<file path="config.mk">
export PLATFORM = sky130hd
export DESIGN_NAME = beg_back
export DESIGN_NICKNAME = d
export VERILOG_FILES = /design/src/design/beg_pkg.sv /design/src/design/beg_back.sv
export SDC_FILE = /design/constraint.sdc
export NUM_CORES = 1
export LEC_CHECK = 0
export BUFFER_PORTS_ARGS = -buffer_cell sky130_fd_sc_hd__buf_2
export CAP_MARGIN = 20
export CORE_ASPECT_RATIO = 2
export CORE_MARGIN = 3
export CORE_UTILIZATION = 40
export DETAILED_ROUTE_END_ITERATION = 10
export GPL_TIMING_DRIVEN = 0
export SLEW_MARGIN = 5
export SYNTH_ARGS = -nofsm -noshare
export SYNTH_HDL_FRONTEND = slang
export SYNTH_SLANG_ARGS = --single-unit
export TNS_END_PERCENT = 1
</file>
<file path="constraint.sdc">
create_clock -name i_clk -period 5.24 [get_ports i_clk]
set_input_delay 0.524 -clock i_clk [delete_from_list [all_inputs] [get_ports i_clk]]
set_output_delay 0.524 -clock i_clk [all_outputs]
set_load 0.05 [all_outputs]
</file>
<file path="src/design/beg_pkg.sv">
`default_nettype none

package beg_pkg;

    // Geometry and sample format
    localparam int MAX_WIDTH   = 4096;
    localparam int SAMPLE_BITS = 12;
    localparam int ADDR_BITS   = $clog2(MAX_WIDTH);
    localparam int WIDTH_BITS  = 13;
    localparam int CMP_BITS    = (ADDR_BITS + 2 > WIDTH_BITS) ? ADDR_BITS + 2 : WIDTH_BITS + 1;
    localparam int TDATA_BITS  = ((SAMPLE_BITS + 7) / 8) * 8;

    // Configuration port
    localparam int CFG_INDEX_BITS = 1;
    localparam int CFG_DATA_BITS  = WIDTH_BITS;
    localparam logic [CFG_INDEX_BITS-1:0] REG_LINE_WIDTH   = 1'b0;
    localparam logic [CFG_INDEX_BITS-1:0] REG_GREEN_PARITY = 1'b1;
    localparam logic [WIDTH_BITS-1:0]     LINE_WIDTH_RESET = WIDTH_BITS'(MAX_WIDTH);

    // Input action codes
    localparam logic ACT_SAMPLE = 1'b0;
    localparam logic ACT_FLUSH  = 1'b1;

    // Work queue
    localparam int QUEUE_DEPTH = 2;
    localparam int QPTR_BITS   = $clog2(QUEUE_DEPTH);
    localparam int QCNT_BITS   = $clog2(QUEUE_DEPTH + 1);

    typedef logic [SAMPLE_BITS-1:0] t_sample;
    typedef logic [ADDR_BITS-1:0]   t_addr;

    typedef struct packed {
        logic [WIDTH_BITS-1:0] line_width;
        logic                  green_parity;
    } t_cfg;

    // One classified item: neighbourhood and framing, ready for the back end
    typedef struct packed {
        t_sample left;
        t_sample right;
        t_sample above;
        t_sample below;
        t_sample center;
        logic    green;
        logic    row_last;
        logic    frame_last;
    } t_work;

    typedef struct packed {
        logic                 nonempty;
        logic                 full;
        logic [QCNT_BITS-1:0] count;
    } t_q_status;

endpackage

`default_nettype wire

</file>
<file path="src/design/beg_back.sv">
`default_nettype none

module beg_back (
    input  wire              i_clk,
    input  wire              i_rst_n,
    input  wire              i_valid,
    input  beg_pkg::t_work   i_work,
    output logic             o_pop,
    output logic             o_valid,
    input  wire              i_ready,
    output beg_pkg::t_sample o_green,
    output logic             o_row_last,
    output logic             o_frame_last
);
    import beg_pkg::*;

    function automatic t_sample absdiff(input t_sample a, input t_sample b);
        absdiff = (a > b) ? a - b : b - a;
    endfunction

    logic                   r_valid;
    t_sample                r_green;
    logic                   r_row_last, r_frame_last;
    t_sample                dh, dv, v;
    logic [SAMPLE_BITS:0]   sum_h, sum_v;
    logic [SAMPLE_BITS+1:0] sum_all;
    logic                   load;

    always_comb begin
        dh      = absdiff(i_work.left, i_work.right);
        dv      = absdiff(i_work.above, i_work.below);
        sum_h   = {1'b0, i_work.left} + {1'b0, i_work.right};
        sum_v   = {1'b0, i_work.above} + {1'b0, i_work.below};
        sum_all = {1'b0, sum_h} + {1'b0, sum_v};
        if (i_work.green)
            v = i_work.center;
        else if (dh < dv)
            v = sum_h[SAMPLE_BITS:1];
        else if (dh > dv)
            v = sum_v[SAMPLE_BITS:1];
        else
            v = sum_all[SAMPLE_BITS+1:2];
    end

    assign load  = i_valid && (!r_valid || i_ready);
    assign o_pop = load;

    always_ff @(posedge i_clk) begin
        if (!i_rst_n)
            r_valid <= 1'b0;
        else if (load)
            r_valid <= 1'b1;
        else if (i_ready)
            r_valid <= 1'b0;
    end

    always_ff @(posedge i_clk) begin
        if (load) begin
            r_green      <= v;
            r_row_last   <= i_work.row_last;
            r_frame_last <= i_work.frame_last;
        end
    end

    assign o_valid      = r_valid;
    assign o_green      = r_green;
    assign o_row_last   = r_row_last;
    assign o_frame_last = r_frame_last;

endmodule

`default_nettype wire
</file>
# Word-level counts from Yosys, hierarchy flattened
# Index checks and enable logic that the tools add are counted.
[totals]
register_bits = 15
input_bits = 67
[classes]
add_sub_neg = 7
magnitude_cmp = 4
n_mux = 7
n_reduce_logical = 4
[ops]
columns = ["op", "count"]
rows = [
  ["12-bit two-way mux", 5],
  ["12-bit subtractor", 4],
  ["12-bit > comparator", 3],
  ["12-bit by 12-bit adder with 13-bit output", 2],
  ["13-bit by 13-bit adder with 14-bit output", 1],
  ["12-bit < comparator", 1],
  ["1-bit two-way mux", 2],
  ["2-bit nonzero test", 1],
  ["1-bit logical AND", 1],
  ["1-bit logical NOT", 1],
  ["1-bit logical OR", 1],
]

# Longest topological paths before layout
[logic_depth]
ltp_word = 6
depth_mapped = 20
ltp_nobuf = 19

# Worst setup path after synthesis
# OpenSTA, ideal clock, no wires.
[synth_path]
kind = "input port to flip-flop"
from = "in i_work[27] in the netlist's numbering"
to = "reg r_green[10] (netlist: o_green[10]), data pin"
setup_ns = 0.274
t_arrival_ns = 3.996
t_required_ns = 4.966
slack_ns = 0.970
cell_stages = 18
n_path_buf = 1
path_cell_list = "inv_1 -> ha_1 -> inv_1 -> fa_1 -> a31o_2 -> a21oi_1 -> a211oi_4 -> buf_4 -> mux2i_1 -> xnor2_1 -> ha_1 -> inv_1 -> or3_1 -> a221o_1 -> nand2_2 -> nand2_1 -> a2111oi_0 -> a211oi_1"
[synth_between]
elab_chain_cells = 6
elab_cells_between_ends = 11
cone_classes = "add/sub: 4; order compare: 3; mux: 4"
[synth_rtl]
columns = ["element", "line_no", "text"]
rows = [
  ["from (decl)", "beg_back.sv:7", "input beg_pkg::t_work i_work,"],
  ["12-bit subtractor / 12-bit > comparator (equally long branches)", "beg_back.sv:18", "absdiff = (a > b) ? a - b : b - a;"],
  ["12-bit two-way mux", "beg_back.sv:18", ""],
  ["12-bit > comparator", "beg_back.sv:39", "else if (dh > dv)"],
  ["12-bit two-way mux", "beg_back.sv:39", ""],
  ["12-bit two-way mux *", "beg_back.sv:37", "else if (dh < dv)"],
  ["12-bit two-way mux *", "beg_back.sv:35", "if (i_work.green)"],
  ["via v[10]", "beg_back.sv:24", "t_sample dh, dv, v;"],
  ["to (signal assigned)", "beg_back.sv:59", "r_green <= v;"],
  ["to (decl)", "beg_back.sv:22", "t_sample r_green;"],
]
# Mark *: on every way through the listed nets, which the timed path passes. The rest lies on a longest branch.
# A chain may end at the register's enable or synchronous reset.

# Worst setup path after layout
[layout_path]
from = "in i_work[17] in the netlist's numbering"
to = "reg r_green[8] (netlist: o_green[8]), data pin"
# Same word-level chain as after synthesis.

==> flow_summary.rst <==
.. list-table::
   :header-rows: 1

   * - Metric
     - Value
   * - Total routing resource utilization after global routing
     - 0.205
   * - Largest cells by area after synthesis
     - sky130_fd_sc_hd__ha_1 25%, sky130_fd_sc_hd__edfxtp_1 8.7%, sky130_fd_sc_hd__a21oi_1 6.7%
   * - Setup slack on the worst flop-to-flop path
     - 3.92 ns
   * - Synthesized cell area
     - approximately 0.0048 mm^2
   * - Worst Hold Class
     - input port to flop
   * - Design area
     - approximately 0.0055 mm^2
   * - Maximum buffer depth of the clock tree
     - 2
   * - Synthesis-to-layout area growth
     - 14.0%
   * - CP Capture Type
     - flop
   * - Final Max Slew Viols
     - 0
   * - Largest incremental delay on the critical path
     - around 0.53 ns
   * - Max_slew headroom
     - 0.555
   * - Time the final worst path needs with I/O delays and setup
     - 4.85 ns
   * - Critical-path top delay cell
     - sky130_fd_sc_hd__a211oi_4
   * - Synthesized Nets
     - approximately 800
   * - End point of the most critical hold path
     - o_frame_last
   * - Mapped Avg Cell Area
     - between 7 and 8 um^2
   * - Later-pin clock latency in the skew report
     - between 0.2 and 0.25 ns
   * - Via total after detailed routing
     - 4,728
   * - Die X-Extent
     - 83.7 um
   * - Fraction of power consumed by sequential logic
     - 0.124
   * - Area fraction in and, or, nand and nor cells after synthesis
     - 0.170
   * - Worst supply voltage drop on vdd
     - around 0.23 mV
   * - Mux contribution to synthesized area
     - 0.0334
   * - Count of nets after finishing
     - 886
   * - Boundary Pins
     - 83
   * - Vias in the first global route
     - approximately 4,800
   * - Pint
     - about 0.65 mW
   * - Adder-cell share of the synthesized area
     - 0.271
   * - Top fanout value on the critical path
     - 10
   * - Initial antenna violation count
     - 0
   * - CP delay by family, top
     - compound AO/OA/AOI/OAI gates
   * - Final setup skew
     - 0.00227 ns
   * - Number of buffer and inverter instances along the worst setup path
     - 6
   * - Worst Hold Margin
     - ~0.46 ns
   * - Instance count after placement with tap cells included
     - roughly 860
   * - First-pass iteration count of the detailed router
     - 4
   * - Post-CTS repair timing setup buffer count
     - 0
   * - Ant diodes
     - 0
   * - Resize count post-CTS
     - 0
   * - Number of enable-type register cells in the synthesized netlist
     - 14
   * - Post-detailed-routing wire length
     - between 10,000 and 15,000 um
   * - Period utilization
     - 0.925
   * - Source of the worst register-to-register timing path
     - o_valid
   * - Worst Tran Pin Value
     - ~0.66 ns
   * - WL per Instance
     - about 16 um
   * - Clock-pin slew of the registers on the worst-case setup and hold paths
     - about 0.04 ns
   * - Setup Crit Path Kind
     - input port to flop
   * - Share of post-route cells with drive strength above 1
     - 0.166
   * - Endpoint of the most critical register-to-register path
     - o_green[5]
   * - Fraction of power spent switching nets
     - 0.506
   * - Area of the placeable core
     - 0.0118 mm^2
   * - Count of nets left with antenna violations after detail routing
     - 0
   * - GPL Wtd Cong
     - 0.924
   * - Count of placed standard cells in the final layout, fillers left out
     - 862
   * - Setup TNS Final
     - 0 ns
   * - FP Rows
     - 56
   * - Register area share after synthesis
     - 0.0912
   * - Outcome
     - finished, final reports clean
   * - Cell type with the highest aggregate area in the netlist
     - sky130_fd_sc_hd__ha_1
   * - Asr flop ratio synth
     - 0
   * - Number of library cell types mapped by synthesis
     - 69
   * - Crit path cell chain
     - buf_2 -> inv_1 -> ha_1 -> clkbuf_2 -> a31o_2 -> a21oi_1 -> a211oi_4 -> buf_4 -> mux2i_1 -> xnor2_1 -> ha_1 -> inv_1 -> or3_1 -> nor3_4 -> buf_2 -> nor2_1 -> mux2i_1 -> o2111ai_1 -> o221a_2
   * - Compound-Gate Fraction of Synth Area
     - 0.264
   * - Detailed placer's ending HPWL
     - between 10,000 and 15,000 um
   * - Static leakage
     - 2.71 nW
   * - Crit path DAT
     - 4.84 ns
   * - Clock network power share
     - 0.109
   * - Cell depth of the worst hold path
     - 1
   * - Die Outline Area
     - between 0.01 and 0.015 mm^2
   * - Post-Place Cell Area
     - 0.00543 mm^2
   * - DR vias/cell
     - around 5.5
   * - Number of maximum-capacitance constraint violations
     - 0
   * - Cell with the most instances after synthesis
     - sky130_fd_sc_hd__ha_1
   * - PD cells
     - 240 mW/mm^2
   * - Pin count of the biggest net entering global routing
     - 13
   * - Count of endpoints failing hold in the final timing report
     - 0
   * - Number of standard cells after synthesis
     - 630
   * - CTS tree
     - yes
   * - FF+latch count, synth
     - 15
   * - Combinational family with the most area after synthesis
     - adder cells
   * - Kind of start point of the critical path
     - input port
   * - Ranking of synthesized cells by instance count
     - 95 x sky130_fd_sc_hd__ha_1, 77 x sky130_fd_sc_hd__inv_1, 65 x sky130_fd_sc_hd__a21oi_1, 37 x sky130_fd_sc_hd__nor2_1, 36 x sky130_fd_sc_hd__nand2_1
   * - Number of DRC violations after detailed-routing iteration 0
     - 180
   * - Sinks on Clock Net
     - 15
   * - Remaining global-route overflow
     - 0
   * - Unrepaired setup endpoints after global routing
     - false
   * - R2R cell count
     - 3
   * - Total DRC errors in the routed layout
     - 0
   * - Clock root cell
     - sky130_fd_sc_hd__clkbuf_16
   * - Top cell type's share of synthesized area
     - 0.246
   * - Cts-stage hold buffer count
     - 0
   * - Port Buffers
     - 82
   * - Die outline height
     - 161 um
   * - Net switching power
     - 0.668 mW
   * - Level count of the clock H-tree
     - 1
   * - XOR/XNOR share of the synthesized area
     - 0.0834
   * - Wire length of the first global-routing pass
     - about 23,000 um
   * - Clock buffers created by TritonCTS
     - 3
   * - Finish-stage setup viols
     - 0
   * - Initial standard-cell utilization of the core
     - 0.410
   * - Flip-flop cell with the highest count after synthesis
     - sky130_fd_sc_hd__edfxtp_1
   * - Critical path data required time
     - ~5.2 ns
   * - Yosys warning count
     - 0
   * - Achievable Freq
     - between 200 and 250 MHz
   * - Min-delay src
     - i_work[0]
   * - Combinational cell fraction of total power
     - 0.766
## layout by cell type, fill, tap and decap left out, types with 5 or more instances in the layout
master / instances
sky130_fd_sc_hd__xor2_1: 18
sky130_fd_sc_hd__o31ai_1: 5
sky130_fd_sc_hd__nor2_1: 37
sky130_fd_sc_hd__o211ai_1: 7
sky130_fd_sc_hd__ha_1: 95
sky130_fd_sc_hd__nand3_1: 14
sky130_fd_sc_hd__edfxtp_1: 14
sky130_fd_sc_hd__a21oi_1: 65
sky130_fd_sc_hd__a31oi_1: 14
sky130_fd_sc_hd__o21a_1: 8
sky130_fd_sc_hd__clkbuf_1: 6
sky130_fd_sc_hd__nand2_1: 36
sky130_fd_sc_hd__nand2b_1: 8
sky130_fd_sc_hd__o21bai_1: 10
sky130_fd_sc_hd__buf_4: 9
sky130_fd_sc_hd__a21o_1: 14
sky130_fd_sc_hd__buf_2: 88
sky130_fd_sc_hd__xnor2_1: 28
sky130_fd_sc_hd__fa_1: 6
sky130_fd_sc_hd__mux2i_1: 15
sky130_fd_sc_hd__a211oi_1: 5
sky130_fd_sc_hd__o21ai_0: 28
sky130_fd_sc_hd__nor2b_1: 18
sky130_fd_sc_hd__o21ai_1: 5
sky130_fd_sc_hd__nor3_1: 11
sky130_fd_sc_hd__inv_1: 77
sky130_fd_sc_hd__nand4_1: 5
## through the flow
stage	util	power (mW)	setup slack, ns
2_1_floorplan	-	0.920	0.970
3_3_place_gp	0.460	1.15	0.200
3_5_place_dp	0.461	1.17	0.168
4_1_cts	0.468	1.32	0.416
5_1_grt	0.468	1.45	0.173
6_report	0.468	1.32	0.395
## power by group through the flow
stage               clock (mW)  sequential, mW  combinational [mW]
global route             0.155           0.166                1.13
detailed placement           0           0.166                1.00
global placement             0           0.166               0.984
CTS                      0.146           0.164                1.01
floorplan                    0           0.236               0.684
finish                   0.144           0.164                1.01
## cell type report
cell class                      instances  area (um^2)
Timing Repair Buffer                   83          418
Fill cell                            1207         6260
Sequential cell                        15          440
Tap cell                              145          181
Multi-Input combinational cell        515         3970
Clock buffer                            4         78.8
Inverter                               78          293
Buffer                                 22          129
## sequential cells by signal, indices dropped and copies added (netlist names)
| name | count |
|---|---|
| o_green | 12 |
| o_valid | 1 |
| o_frame_last | 1 |
| o_row_last | 1 |
## logic make-up (layout without fill, tap and decap cells)
family,Yosys count,after routing
xor+xnor,46,46
mux,16,16
flops,15,15
buf+inv,100,187
compound gates,194,194
simple gates,158,158
fa+ha+maj,101,101
## worst reg2reg max path, delay by kind of cell, from the launching register on
family,cells,cell delay (ns)
buf+inv,1,0.27
flops,1,0.30
simple gates,2,0.44
## worst max path at each step
| stage | from | endpoint | cells after the start |
|---|---|---|---|
| floorplan | i_work[27] | o_green[10] | 18 |
| global placement | i_work[17] | o_green[8] | 19 |
| detailed placement | i_work[17] | o_green[8] | 19 |
| CTS | i_work[17] | o_green[8] | 19 |
| global route | i_work[27] | o_green[2] | 19 |
| finish | i_work[17] | o_green[8] | 19 |
## layer usage
| metal | routed length (um) | up-vias | GRT usage |
|---|---|---|---|
| li1 | - | 2395 | - |
| met1 | 5170 | 2172 | 0.213 |
| met2 | 7760 | 130 | 0.421 |
| met3 | 464 | 31 | 0.0112 |
| met4 | 524 | 0 | 0.0688 |
| met5 | 0 | - | 0 |
Note: power is estimated with default switching activity, not from simulation.
