### src/design/beg_pkg.sv
`default_nettype none

package beg_pkg;

    // Geometry and sample format
    localparam int MAX_WIDTH   = 4096;
    localparam int SAMPLE_BITS = 12;
    localparam int ADDR_BITS   = $clog2(MAX_WIDTH);
    localparam int WIDTH_BITS  = 13;
    localparam int CMP_BITS    = (ADDR_BITS + 2 > WIDTH_BITS) ? ADDR_BITS + 2 : WIDTH_BITS + 1;
    localparam int TDATA_BITS  = ((SAMPLE_BITS + 7) / 8) * 8;

    // Configuration port
    localparam int CFG_INDEX_BITS = 1;
    localparam int CFG_DATA_BITS  = WIDTH_BITS;
    localparam logic [CFG_INDEX_BITS-1:0] REG_LINE_WIDTH   = 1'b0;
    localparam logic [CFG_INDEX_BITS-1:0] REG_GREEN_PARITY = 1'b1;
    localparam logic [WIDTH_BITS-1:0]     LINE_WIDTH_RESET = WIDTH_BITS'(MAX_WIDTH);

    // Input action codes
    localparam logic ACT_SAMPLE = 1'b0;
    localparam logic ACT_FLUSH  = 1'b1;

    // Work queue
    localparam int QUEUE_DEPTH = 2;
    localparam int QPTR_BITS   = $clog2(QUEUE_DEPTH);
    localparam int QCNT_BITS   = $clog2(QUEUE_DEPTH + 1);

    typedef logic [SAMPLE_BITS-1:0] t_sample;
    typedef logic [ADDR_BITS-1:0]   t_addr;

    typedef struct packed {
        logic [WIDTH_BITS-1:0] line_width;
        logic                  green_parity;
    } t_cfg;

    // One classified item: neighbourhood and framing, ready for the back end
    typedef struct packed {
        t_sample left;
        t_sample right;
        t_sample above;
        t_sample below;
        t_sample center;
        logic    green;
        logic    row_last;
        logic    frame_last;
    } t_work;

    typedef struct packed {
        logic                 nonempty;
        logic                 full;
        logic [QCNT_BITS-1:0] count;
    } t_q_status;

endpackage

`default_nettype wire

### src/design/beg_queue.sv
`default_nettype none

module beg_queue (
    input  wire                i_clk,
    input  wire                i_rst_n,
    input  wire                i_push,
    input  beg_pkg::t_work     i_data,
    output logic               o_ready,
    output logic               o_valid,
    output beg_pkg::t_work     o_data,
    input  wire                i_pop,
    output beg_pkg::t_q_status o_status
);
    import beg_pkg::*;

    t_work                r_slot [QUEUE_DEPTH];
    logic [QPTR_BITS-1:0] r_wr_ptr, r_rd_ptr;
    logic [QCNT_BITS-1:0] r_count;
    logic                 do_push, do_pop;

    // Full is judged on the registered count alone, so no path runs through
    assign o_ready = (r_count != QCNT_BITS'(QUEUE_DEPTH));
    assign o_valid = (r_count != '0);
    assign o_data  = r_slot[r_rd_ptr];
    assign do_push = i_push && o_ready;
    assign do_pop  = i_pop && o_valid;

    always_ff @(posedge i_clk) begin
        if (!i_rst_n) begin
            r_wr_ptr <= '0;
            r_rd_ptr <= '0;
            r_count  <= '0;
        end else begin
            if (do_push)
                r_wr_ptr <= (r_wr_ptr == QPTR_BITS'(QUEUE_DEPTH - 1)) ? '0
                                                                      : r_wr_ptr + QPTR_BITS'(1);
            if (do_pop)
                r_rd_ptr <= (r_rd_ptr == QPTR_BITS'(QUEUE_DEPTH - 1)) ? '0
                                                                      : r_rd_ptr + QPTR_BITS'(1);
            if (do_push && !do_pop)
                r_count <= r_count + QCNT_BITS'(1);
            else if (do_pop && !do_push)
                r_count <= r_count - QCNT_BITS'(1);
        end
    end

    always_ff @(posedge i_clk) begin
        if (do_push)
            r_slot[r_wr_ptr] <= i_data;
    end

    assign o_status.nonempty = o_valid;
    assign o_status.full     = !o_ready;
    assign o_status.count    = r_count;

endmodule

`default_nettype wire

### config.mk
export PLATFORM = sky130hd
export DESIGN_NAME = beg_queue
export DESIGN_NICKNAME = d
export VERILOG_FILES = /design/src/design/beg_pkg.sv /design/src/design/beg_queue.sv
export SDC_FILE = /design/constraint.sdc
export NUM_CORES = 1
export LEC_CHECK = 0
export BUFFER_PORTS_ARGS = -buffer_cell sky130_fd_sc_hd__buf_2
export CORE_MARGIN = 2
export CORE_UTILIZATION = 46
export DETAILED_ROUTE_END_ITERATION = 8
export GPL_TIMING_DRIVEN = 0
export PLACE_DENSITY = 0.82
export SETUP_SLACK_MARGIN = 0.3
export SLEW_MARGIN = 5
export SYNTH_ARGS = -nofsm -noshare
export SYNTH_HDL_FRONTEND = slang
export SYNTH_SLANG_ARGS = --single-unit
### constraint.sdc
create_clock -name i_clk -period 4.05 [get_ports i_clk]
set_clock_uncertainty 0.2 [all_clocks]
set_input_delay 0.81 -clock i_clk [delete_from_list [all_inputs] [get_ports i_clk]]
set_output_delay 0.81 -clock i_clk [all_outputs]
set_load 0.01 [all_outputs]
After elaboration in Yosys (flattened, before gate mapping) --
Memory sizes are Yosys's and may differ from the RTL's. A register that Yosys moved wholly into a read port is not among the register bits. Cells that the tools add are included. Widths: inputs -> output; s select.
Word-level totals: memories kept 1, output and inout port bits 69, bits of input ports 67, bits in writable memories 126, logic and storage cells 26, register bits after elaboration 4
Operators by class: muxes and demuxes 8, equality and inequality tests 1, reductions and logical operators 9, $add $sub $neg 4
Memories:
- r_slot | depth 2, width 63, rd ports 1, clocked after Yosys merged registers in 1, wr ports 1, RTL line beg_queue.sv:16 | t_work r_slot [QUEUE_DEPTH];
Operators with widths (count):
- $mux 1 | 6
- $logic_and 1x1->1 | 4
- $mux 2 | 2
- $reduce_bool 2->1 | 2
- $logic_not 1->1 | 3
- $add 1x1->1 const B | 2
- $add 2x1->2 const B | 1
- $ne 2x2->1 const B | 1
- $sub 2x1->2 const B | 1

Logic depth before layout (Yosys ltp) --
Gate-level depths: netlist (run 1).
word-level depth 6, depth in mapped cells 7, mapped depth without buffers 7

Worst setup path before layout (run 1) --
No wires, ideal clock.
path kind input port to flip-flop, from input port i_push, to memory r_slot[0][0] (netlist name) (enable), cell stages on the path 2, library setup time 474 ps, path buffers 0, data arrival time 3360 ps, data required time 3376 ps, path slack 16 ps, path through inv_1 -> nor3_2
Between the ends: longest elaborated chain between the ends 3
RTL lines:
- from (decl) | RTL line beg_queue.sv:6 | input wire i_push,
- $logic_and 1x1->1 | RTL line beg_queue.sv:25 | assign do_push = i_push && o_ready;
- $mux 1 | RTL line beg_queue.sv:48 | if (do_push)
- $mux 1 (implied by the code) | RTL line beg_queue.sv:49 | r_slot[r_wr_ptr] <= i_data;
- to (decl) | RTL line beg_queue.sv:16
No other way between the ends.

==> flow_metrics.tcl, run 1 <==
set metrics [dict create \
    post_route_cells_drive_above_1_share_pct 61.0 \
    fmax_ghz 0.352 \
    syn_nets 290 \
    cts-root-buf "clkbuf_8" \
    critPathMaxFanout 10 \
    nNetsFinal 447 \
    grtUsageTotal_pct 15.0 \
    grt.met2_usage_pct 25.5 \
    synth_compound_area_share_pct 0.681 \
    worstPathRequired_ns 3.04 \
    synth_area_um2 4770 \
    reg2reg_to "r_slot[0][29]" \
    path_clk_slew_ns 0.06 \
    ir_worst_vdd_mv 0.377 \
    drv_slew 0 \
    worstMarginPinSlew_ns 0.871 \
    vias 2484 \
    hold_depth 1 \
    drc 0 \
    fillers 806 \
    grt_use_met3_pct 6.25 \
    arrival_ns 1.83 \
    die_w_um 106 \
    first_pass_iters 6 \
    clock-sinks 131 \
    syn_inst 222 \
    antenna_found_initial 0 \
    clk_path_buf_depth 2 \
    yosysUniqueCellTypes 22 \
    setup_tns_ns 0 \
    top_usage_layer "met2" \
    htreeDepth 4 \
    grt-ovfl-total 0 \
    synth_top_family_by_area "multiplexers" \
    end_kind "output pin" \
    synth_adder_area_share_pct 0.262 \
    finalSetupViolCount 0 \
    first_global_vias 2609 \
    cts_setup_buffers 0 \
    grt_max_degree 64 \
    r2r_setup_slack_ns 1.88 \
    muxShareOfSynthArea_pct 14.9 \
    io_buffers 135 \
    cp-start-kind "flip-flop" \
    yosysSeqAreaShare_pct 81.3 \
    avgSynthCellArea_um2 21.5 \
    critPathKind "reg -> out" \
    drtAntennaViolNets 0 \
    grt_pass1_wl_um 12400 \
    yosysWarningCount 0 \
    synth_edf_count 126 \
    viasPerCell 4.70 \
    powerDensity_nw_per_um2 654 \
    fin_area_um2 6200 \
    multi_input_area_um2 852 \
    postCtsHoldBufs 0 \
    final_core_util_pct 60.9 \
    core-area_um2 10200 \
    start_util_pct 46.9 \
    gp_congestion 0.671 \
    wl_per_cell_um 15.2 \
    async_reset_ff_share_pct 0 \
    totalWireLength_um 8000 \
    max-cap-violations 0 \
    r2r_cells 5 \
    min_to "r_slot[0][43]" \
    synthToLayoutAreaGrowth_pct 29.9 \
    placed_cell_area_um2 5690 \
    cts_tree "done" \
    ys_seq_elements 131 \
    regArea_um2 3880 \
    hp-start "i_data[43]" \
    diodes 0 \
    maxSlewHeadroom_pct 42.0 \
    synth_xor_area_share_pct 0.550 \
    ios 136 \
    yosys.area_share.simple_pct 1.26 \
    gr-usage-met1_pct 16.7 \
    final-hold-violation-count 0 \
    hold_class "in -> reg" \
    finalCritPeriodShare_pct 70.2 \
    insertion_delay_ns 0.50 \
    period_needed_ns 2.84 \
    row_count 37 \
    dieArea_um2 11200 \
    hpwl_um 5290 \
    status "finished clean" \
    power_leakage_uw 0.00237 \
    whs_ns 0.295 \
    die_h_um 106 \
    rsz0062_at_grt "no" \
    synth_top_flop_cell "edfxtp_1" \
    r2r_start "r_count[0]" \
    drtIter0Drc 110 \
    cts_resized 0 \
    numCtsBuffers 17 \
]
## cell type report
class | instances | area share, %
flip-flops and latches | 131 | 62.6
multi-input cells | 81 | 13.7
repair buffers | 138 | 11.8
clock buffers | 25 | 7.32
well taps | 136 | 2.74
clock inverters | 7 | 0.968
plain buffers | 8 | 0.686
inverters | 2 | 0.121
## worst max-delay path, cell delays in order, from the launching register on
cell and delay, ns:
dfxtp_1 0.30, buf_2 0.23, buf_2 0.30, mux2_2 0.37, buf_2 0.14
## synthesized netlist by cell type (2+ instances only)
cell type / count / area, um2
edfxtp_1: 126 / 3780
dfxtp_1: 5 / 100
xnor2_1: 2 / 17.5
buf_2: 7 / 35.0
mux2_2: 63 / 709
and2_1: 3 / 18.8
## layer usage
| layer | vias to the layer above | wire [um] |
|---|---|---|
| met3 | 4 | 501 |
| met5 | - | 0 |
| met4 | 0 | 48 |
| li1 | 1190 | - |
| met2 | 86 | 4240 |
| met1 | 1204 | 3210 |
## worst max path at each step
| stage | startpoint | to | slack [ns] |
|---|---|---|---|
| after global routing | flip-flop | o_data[3] | 1.06 |
| after CTS | flip-flop | o_data[29] | 1.12 |
| after detailed placement | i_push | r_slot[0][2] | 1.50 |
| after floorplan | i_push | r_slot[0][0] | 1.0 |
| final | flip-flop | o_data[3] | 1.21 |
| after global placement | i_push | r_slot[0][2] | 0.15 |
## cells by family after synthesis
kind of cell               count (synthesis)
DFF                                      131
muxes                                     63
buffers and inverters                     10
and+or+nand+nor                            9
AOI/OAI and AO/OA                          5
xor gates and xnor gates                   3
adders and majority gates                  1
## cells in the final DEF (no fill, tap or decap), drive strengths merged
master    n
bufinv    1
and3      1
nand2b    1
and2      3
or3       1
clkinv    6
o21a      1
nor2      1
ha        1
dfxtp     5
edfxtp  126
inv       2
a21boi    2
nor3      1
o21ai     2
mux2     63
xnor2     2
or2       1
buf     146
clkbuf   25
xor2      1
## report_power, final
group	internal, uW	total [uW]	switching (uW)
Sequential	1700	1750	48.9
Combinational	482	989	507
Clock	822	1310	490
Total	3010	4050	1050
## stage by stage
stage | instances | setup WS, ns | total power, uW
5_1_grt | 528 | 1.06 | 4250
4_1_cts | 528 | 1.12 | 4110
6_report | 528 | 1.21 | 4050
3_3_place_gp | 493 | 0.150 | 2730
3_5_place_dp | 496 | 1.50 | 2790
2_1_floorplan | 222 | 0.997 | 2390
## state kept, by name (all words and copies together), names as in the netlist, named ones only
name	cells
r_slot	126
r_rd_ptr	1
r_count	2
r_wr_ptr	1
(Power assumes the default switching activity.)
==> run 2, diff against run 1 <==
- ABC_AREA: unset -> 1
- CORE_UTILIZATION: 46 -> 47
- clock period: 4.05 -> 2.6 ns (I/O delays scaled with it)
==> run 2 against run 1 <==
Sequential share of layout area fell by 11 points. Area after synthesis rose by 6.9%. Count of clock-buffer cells in the layout fell by 7. Power rose by 79%. Sequential cell count did not move. Global-route usage rose by 1.8 points. Synthesized cell count rose by 5.9%. Sequential power rose by 58%. Critical path type unchanged. Critical endpoint is now o_data[11]. Largest cell class unchanged. Largest power group unchanged.
==> flow_metrics.tcl, run 2 <==
set metrics [dict create \
    first_global_vias 2920 \
    wl_per_cell_um 15.9 \
    reg_top3 "r_slot (126), r_count (2)" \
    yosysUniqueCellTypes 17 \
    hold_class "in -> reg" \
    start_util_pct 47.7 \
    dieArea_um2 11700 \
    ios 136 \
    worstMarginPinSlew_ns 0.633 \
    async_reset_ff_share_pct 0 \
    die_w_um 108 \
    cp-start-kind "flip-flop" \
    grt-ovfl-total 0 \
    r2r_cells 5 \
    end_kind "output pin" \
    setup_tns_ns 0 \
    ys_seq_elements 131 \
    final_common_cell "edfxtp_1" \
    drc 0 \
    max-cap-violations 0 \
    nNetsFinal 528 \
    r2r_start "r_count[1]" \
    r2r_setup_slack_ns 0.47 \
    multi_input_area_um2 1080 \
    cts_tree "done" \
    yosysTopAreaCell "edfxtp_1" \
    die_h_um 108 \
    gp_congestion 0.678 \
    path_clk_slew_ns 0.06 \
    final-hold-violation-count 0 \
    drtAntennaViolNets 0 \
    clk_path_buf_depth 2 \
    regArea_um2 3890 \
    cts-root-buf "clkbuf_8" \
    htreeDepth 4 \
    fmax_ghz 0.424 \
    synth_top_flop_cell "edfxtp_1" \
    synthToLayoutAreaGrowth_pct 46.7 \
    regMostFlops "r_slot" \
    whs_ns 0.0808 \
    layout_common_cells "edfxtp_1 (126), buf_2 (123), mux2_4 (63), dlygate4sd3_1 (63), clkbuf_16 (18)" \
    critPathKind "reg -> out" \
    synth_area_um2 5110 \
    rsz0062_at_grt "yes" \
    clock-sinks 131 \
    syn_nets 303 \
    totalWireLength_um 9770 \
    power_leakage_uw 0.00303 \
    grtUsageTotal_pct 16.8 \
    synth_compound_area_share_pct 0.613 \
    drtIter0Drc 118 \
    synth_edf_count 126 \
    synth_top_family_by_area "multiplexers" \
    hpwl_um 5700 \
    antenna_found_initial 1 \
    synthTopCellsByArea "edfxtp_1 (74%), mux2_4 (18%), buf_12 (2.4%)" \
    worstPathRequired_ns 1.88 \
    yosysTopAreaCellShare_pct 74.1 \
    drv_slew 0 \
    yosysSeqAreaShare_pct 76.1 \
    fillers 666 \
    syn_inst 235 \
    muxShareOfSynthArea_pct 18.3 \
    largest_reg_flops 126 \
    synth_common_cells "edfxtp_1 (126), mux2_4 (60), inv_1 (9), nor2_1 (9), nand2_1 (7)" \
    insertion_delay_ns 0.52 \
    post_route_cells_drive_above_1_share_pct 52.4 \
    viasPerCell 4.64 \
    grt_pass1_wl_um 14300 \
    grt_max_degree 33 \
    critPathMaxFanout 10 \
    period_needed_ns 2.36 \
    powerDensity_nw_per_um2 968 \
    finalSetupViolCount 0 \
    reg2reg_to "r_slot[0][11]" \
    final_core_util_pct 70.0 \
    yosys.area_share.simple_pct 1.40 \
    status "finished clean" \
    arrival_ns 1.64 \
    row_count 38 \
    numCtsBuffers 17 \
    io_buffers 135 \
    core-area_um2 10700 \
    synth_adder_area_share_pct 0.245 \
    vias 2849 \
    yosysMostFrequentCell "edfxtp_1" \
    yosysWarningCount 0 \
    synth_xor_area_share_pct 0 \
    finalCritPeriodShare_pct 90.6 \
    first_pass_iters 4 \
    cp-endpoint "o_data[11]" \
    avgSynthCellArea_um2 21.7 \
    maxSlewHeadroom_pct 57.7 \
    ir_worst_vdd_mv 0.638 \
]
==> run 2: how the worst min path moves through the flow <==
stage          startpoint         end  slack (ns)  depth (start not counted)
6_report          i_rst_n    r_rd_ptr        0.08                          3
5_1_grt           i_rst_n  r_count[1]        0.06                          3
4_1_cts           i_rst_n  r_count[1]        0.04                          3
3_5_place_dp     r_rd_ptr    r_rd_ptr        0.30                          2
3_3_place_gp     r_rd_ptr    r_rd_ptr        0.28                          2
2_1_floorplan    r_rd_ptr   flip-flop        0.27                          2
==> run 2: final cells by class <==
type | instances | area share (%)
well taps | 140 | 2.34
clock buffers | 18 | 5.58
inverters | 9 | 0.451
flip-flops and latches | 131 | 51.9
diodes | 1 | 0.0334
multi-input cells | 87 | 14.4
plain buffers | 8 | 1.97
clock inverters | 14 | 2.81
repair buffers | 206 | 20.6
==> run 2: stage by stage <==
stage / setup slack, ns / total power, uW / instances / cell area, um2
after detailed placement: 0.367 / 4550 / 514 / 6060
after floorplan: -0.257 / 3950 / 235 / 5110
final: 0.244 / 7250 / 614 / 7490
after global placement: -1.19 / 4440 / 510 / 5960
after CTS: 0.195 / 7150 / 610 / 7330
after global routing: 0.180 / 7550 / 614 / 7490
==> run 2: repair_timing <==
action	CTS	global route
setup buffers	1	1
hold endpoints to repair	126	0
endpoints found under the setup margin	61	63
hold buffers	63	0
cloned	0	2
resized for setup	2	21
==> run 2: worst max-delay path, stage by stage (launching register included) <==
cell	delay, ns
dfxtp_4	0.37
buf_12	0.15
buf_12	0.15
mux2_4	0.31
buf_2	0.14
==> run 2: logic make-up (layout without fill, tap and decap cells) <==
| logic type | count (synthesis) | after routing |
|---|---|---|
| buffers and inverters | 17 | 255 |
| multiplexers | 63 | 63 |
| AO/OA/AOI/OAI | 5 | 5 |
| adder cells (fa/ha/maj) | 1 | 1 |
| other | 0 | 1 |
| flip-flops | 131 | 131 |
| AND/OR/NAND/NOR | 18 | 18 |
==> run 2: metal layers <==
layer,global-route usage [%],vias up,routed length [um]
met5,0,-,0
met4,6.59,0,110
met3,5.85,12,598
met2,29.9,104,5230
met1,18.3,1370,3830
li1,-,1363,-
==> run 2: where the power goes <==
part | total [uW] | internal [uW] | switching [uW]
combinational | 1980 | 1100 | 888
sequential | 2770 | 2670 | 99.2
clock | 2500 | 1650 | 848
total | 7250 | 5420 | 1840
==> run 3, diff against run 2 <==
- CELL_PAD_IN_SITES_DETAIL_PLACEMENT: unset -> 1
- CELL_PAD_IN_SITES_GLOBAL_PLACEMENT: unset -> 1
- CORE_UTILIZATION: 47 -> 40
- PLACE_DENSITY: 0.82 -> 0.83
- clock period: 2.6 -> 2.1 ns (I/O delays scaled with it)
==> run 3 against run 2 <==
The run now ends with setup timing left. Die area rose by 17%. Setup slack got worse by 0.28 ns. Count of clock-buffer cells in the layout did not move. Worst hold slack got worse by 0.063 ns. Clock power rose by 14%. Register-to-register slack got worse by 0.08 ns. Sequential cell count did not move. Non-clock buffer count fell by 1. Power rose by 27%. Largest power group unchanged.
==> flow_metrics.tcl, run 3 (synthesis results as in run 2) <==
set metrics [dict create \
    power_leakage_uw 0.00309 \
    p_sw_uw 2390 \
    die_h_um 117 \
    worstMarginPinSlew_ns 0.205 \
    gr-usage-met1_pct 18.5 \
    hold_class "in -> reg" \
    insertion_delay_ns 0.41 \
    switching_share_pct 26.0 \
    fmax_ghz 0.468 \
    grt-ovfl-total 0 \
    cp-start-kind "flip-flop" \
    drtIter0Drc 119 \
    final_common_cell "edfxtp_1" \
    dpl_worst_slack_ns 0.157 \
    dieArea_um2 13700 \
    start_util_pct 40.8 \
    top_usage_layer "met2" \
    finalSetupViolCount 60 \
    vias 2897 \
    rsz0062_at_grt "yes" \
    grt.met2_usage_pct 32.8 \
    internal_power_uw 6790 \
    synthToLayoutAreaGrowth_pct 51.6 \
    worstPathRequired_ns 1.48 \
    row_count 41 \
    violations "setup timing" \
    arrival_ns 1.52 \
    status "finished with violations" \
    antenna_found_initial 1 \
    cts_tree "done" \
    seqPwrFrac_pct 37.8 \
    clock-sinks 131 \
    numCtsBuffers 17 \
    grt_max_degree 29 \
    combPwrFrac_pct 31.1 \
    drc 0 \
    maxSlewHeadroom_pct 86.3 \
    io_buffers 135 \
    cts-root-buf "clkbuf_16" \
    grt_pass1_wl_um 17200 \
    gp_congestion 0.746 \
    first_pass_iters 4 \
    powerDensity_nw_per_um2 1190 \
    reg_top3 "r_slot (126), r_count (2)" \
    period_needed_ns 2.14 \
    first_global_vias 3282 \
    finalCritPeriodShare_pct 102 \
    viasPerCell 4.49 \
    regMostFlops "r_slot" \
    critPathKind "reg -> out" \
    grt_use_met3_pct 5.30 \
    fillers 1145 \
    final_core_util_pct 61.9 \
    ios 136 \
    setup_ws_ns -0.0380 \
    core-area_um2 12500 \
    final-hold-violation-count 0 \
    largest_reg_flops 126 \
    power_frac_clock_pct 31.2 \
    path_clk_slew_ns 0.05 \
    layout_common_cells "edfxtp_1 (126), buf_2 (77), mux2_4 (63), dlygate4sd3_1 (59), buf_6 (58)" \
    whs_ns 0.0179 \
    die_w_um 117 \
    drtAntennaViolNets 0 \
    clk_path_buf_depth 2 \
    nNetsFinal 527 \
    ir_worst_vdd_mv 0.785 \
    end_kind "output pin" \
    drv_slew 0 \
    totalWireLength_um 11900 \
    hpwl_um 6510 \
    htreeDepth 4 \
    wl_per_cell_um 18.4 \
    post_route_cells_drive_above_1_share_pct 53.4 \
    grtUsageTotal_pct 17.6 \
    max-cap-violations 0 \
    critPathMaxFanout 10 \
    setup_tns_ns -0.903 \
]
-- run 3: changes by cell type in the layout (fill, tap and decap cells not counted), sizes merged --
cell | before | now
dlygate4sd3 | 63 | 59
bufinv | 5 | 3
clkbuf | 20 | 18
buf | 149 | 154
clkinv | 6 | 10
clkinvlp | 2 | 1
inv | 10 | 9
-- run 3: critical path, cell delays in order, from the launching register on --
cell	delay, ns
dfxtp_2	0.34
buf_12	0.16
buf_12	0.16
mux2_4	0.30
buf_2	0.15
-- run 3: timing repair --
action	4_1_cts	5_1_grt
gates resized for setup	63	9
buffers inserted	4	3
gates cloned	0	0
hold buffers	58	1
setup endpoints to repair	134	67
pin swaps	2	1
hold endpoints to repair	115	2
-- run 3: final cells by class --
cell class	instances	area, um2	share of cell area (%)
Sequential cell	131	3890	50.3
Timing Repair Buffer	205	1780	22.9
Multi-Input combinational cell	87	1090	14.1
Clock buffer	18	429	5.54
Tap cell	172	215	2.78
Buffer	8	148	1.91
Clock inverter	14	144	1.86
Inverter	9	41.3	0.533
Antenna cell	1	2.50	0.0323
-- run 3: per-layer routing --
metal | routed length, um | up-vias
li1 | - | 1360
met1 | 4470 | 1438
met2 | 6760 | 86
met3 | 488 | 13
met4 | 180 | 0
met5 | 0 | -
-- run 3: final timing paths --
check	cells after the start	endpoint	from	slack, ns
min	1	r_slot[0][31]	i_data[31]	0.02
max reg2reg	9	r_count[1]	r_count[1]	0.39
min reg2reg	2	r_rd_ptr	r_rd_ptr	0.32
max	4	o_data[13]	flip-flop	-0.04
-- run 3: power groups by stage --
stage          Sequential (uW)  Combinational (uW)  Clock, uW
2_1_floorplan             3470                1440          0
3_3_place_gp              3480                2080          0
3_5_place_dp              3490                2220          0
4_1_cts                   3450                2760       2910
5_1_grt                   3500                3030       3040
6_report                  3470                2850       2860
-- run 3: through the flow --
stage          area, um2  instances  power, uW
6_report            7740        645       9180
5_1_grt             7740        645       9570
4_1_cts             7670        640       9130
3_5_place_dp        6120        546       5710
3_3_place_gp        6030        542       5550
2_1_floorplan       5140        235       4910
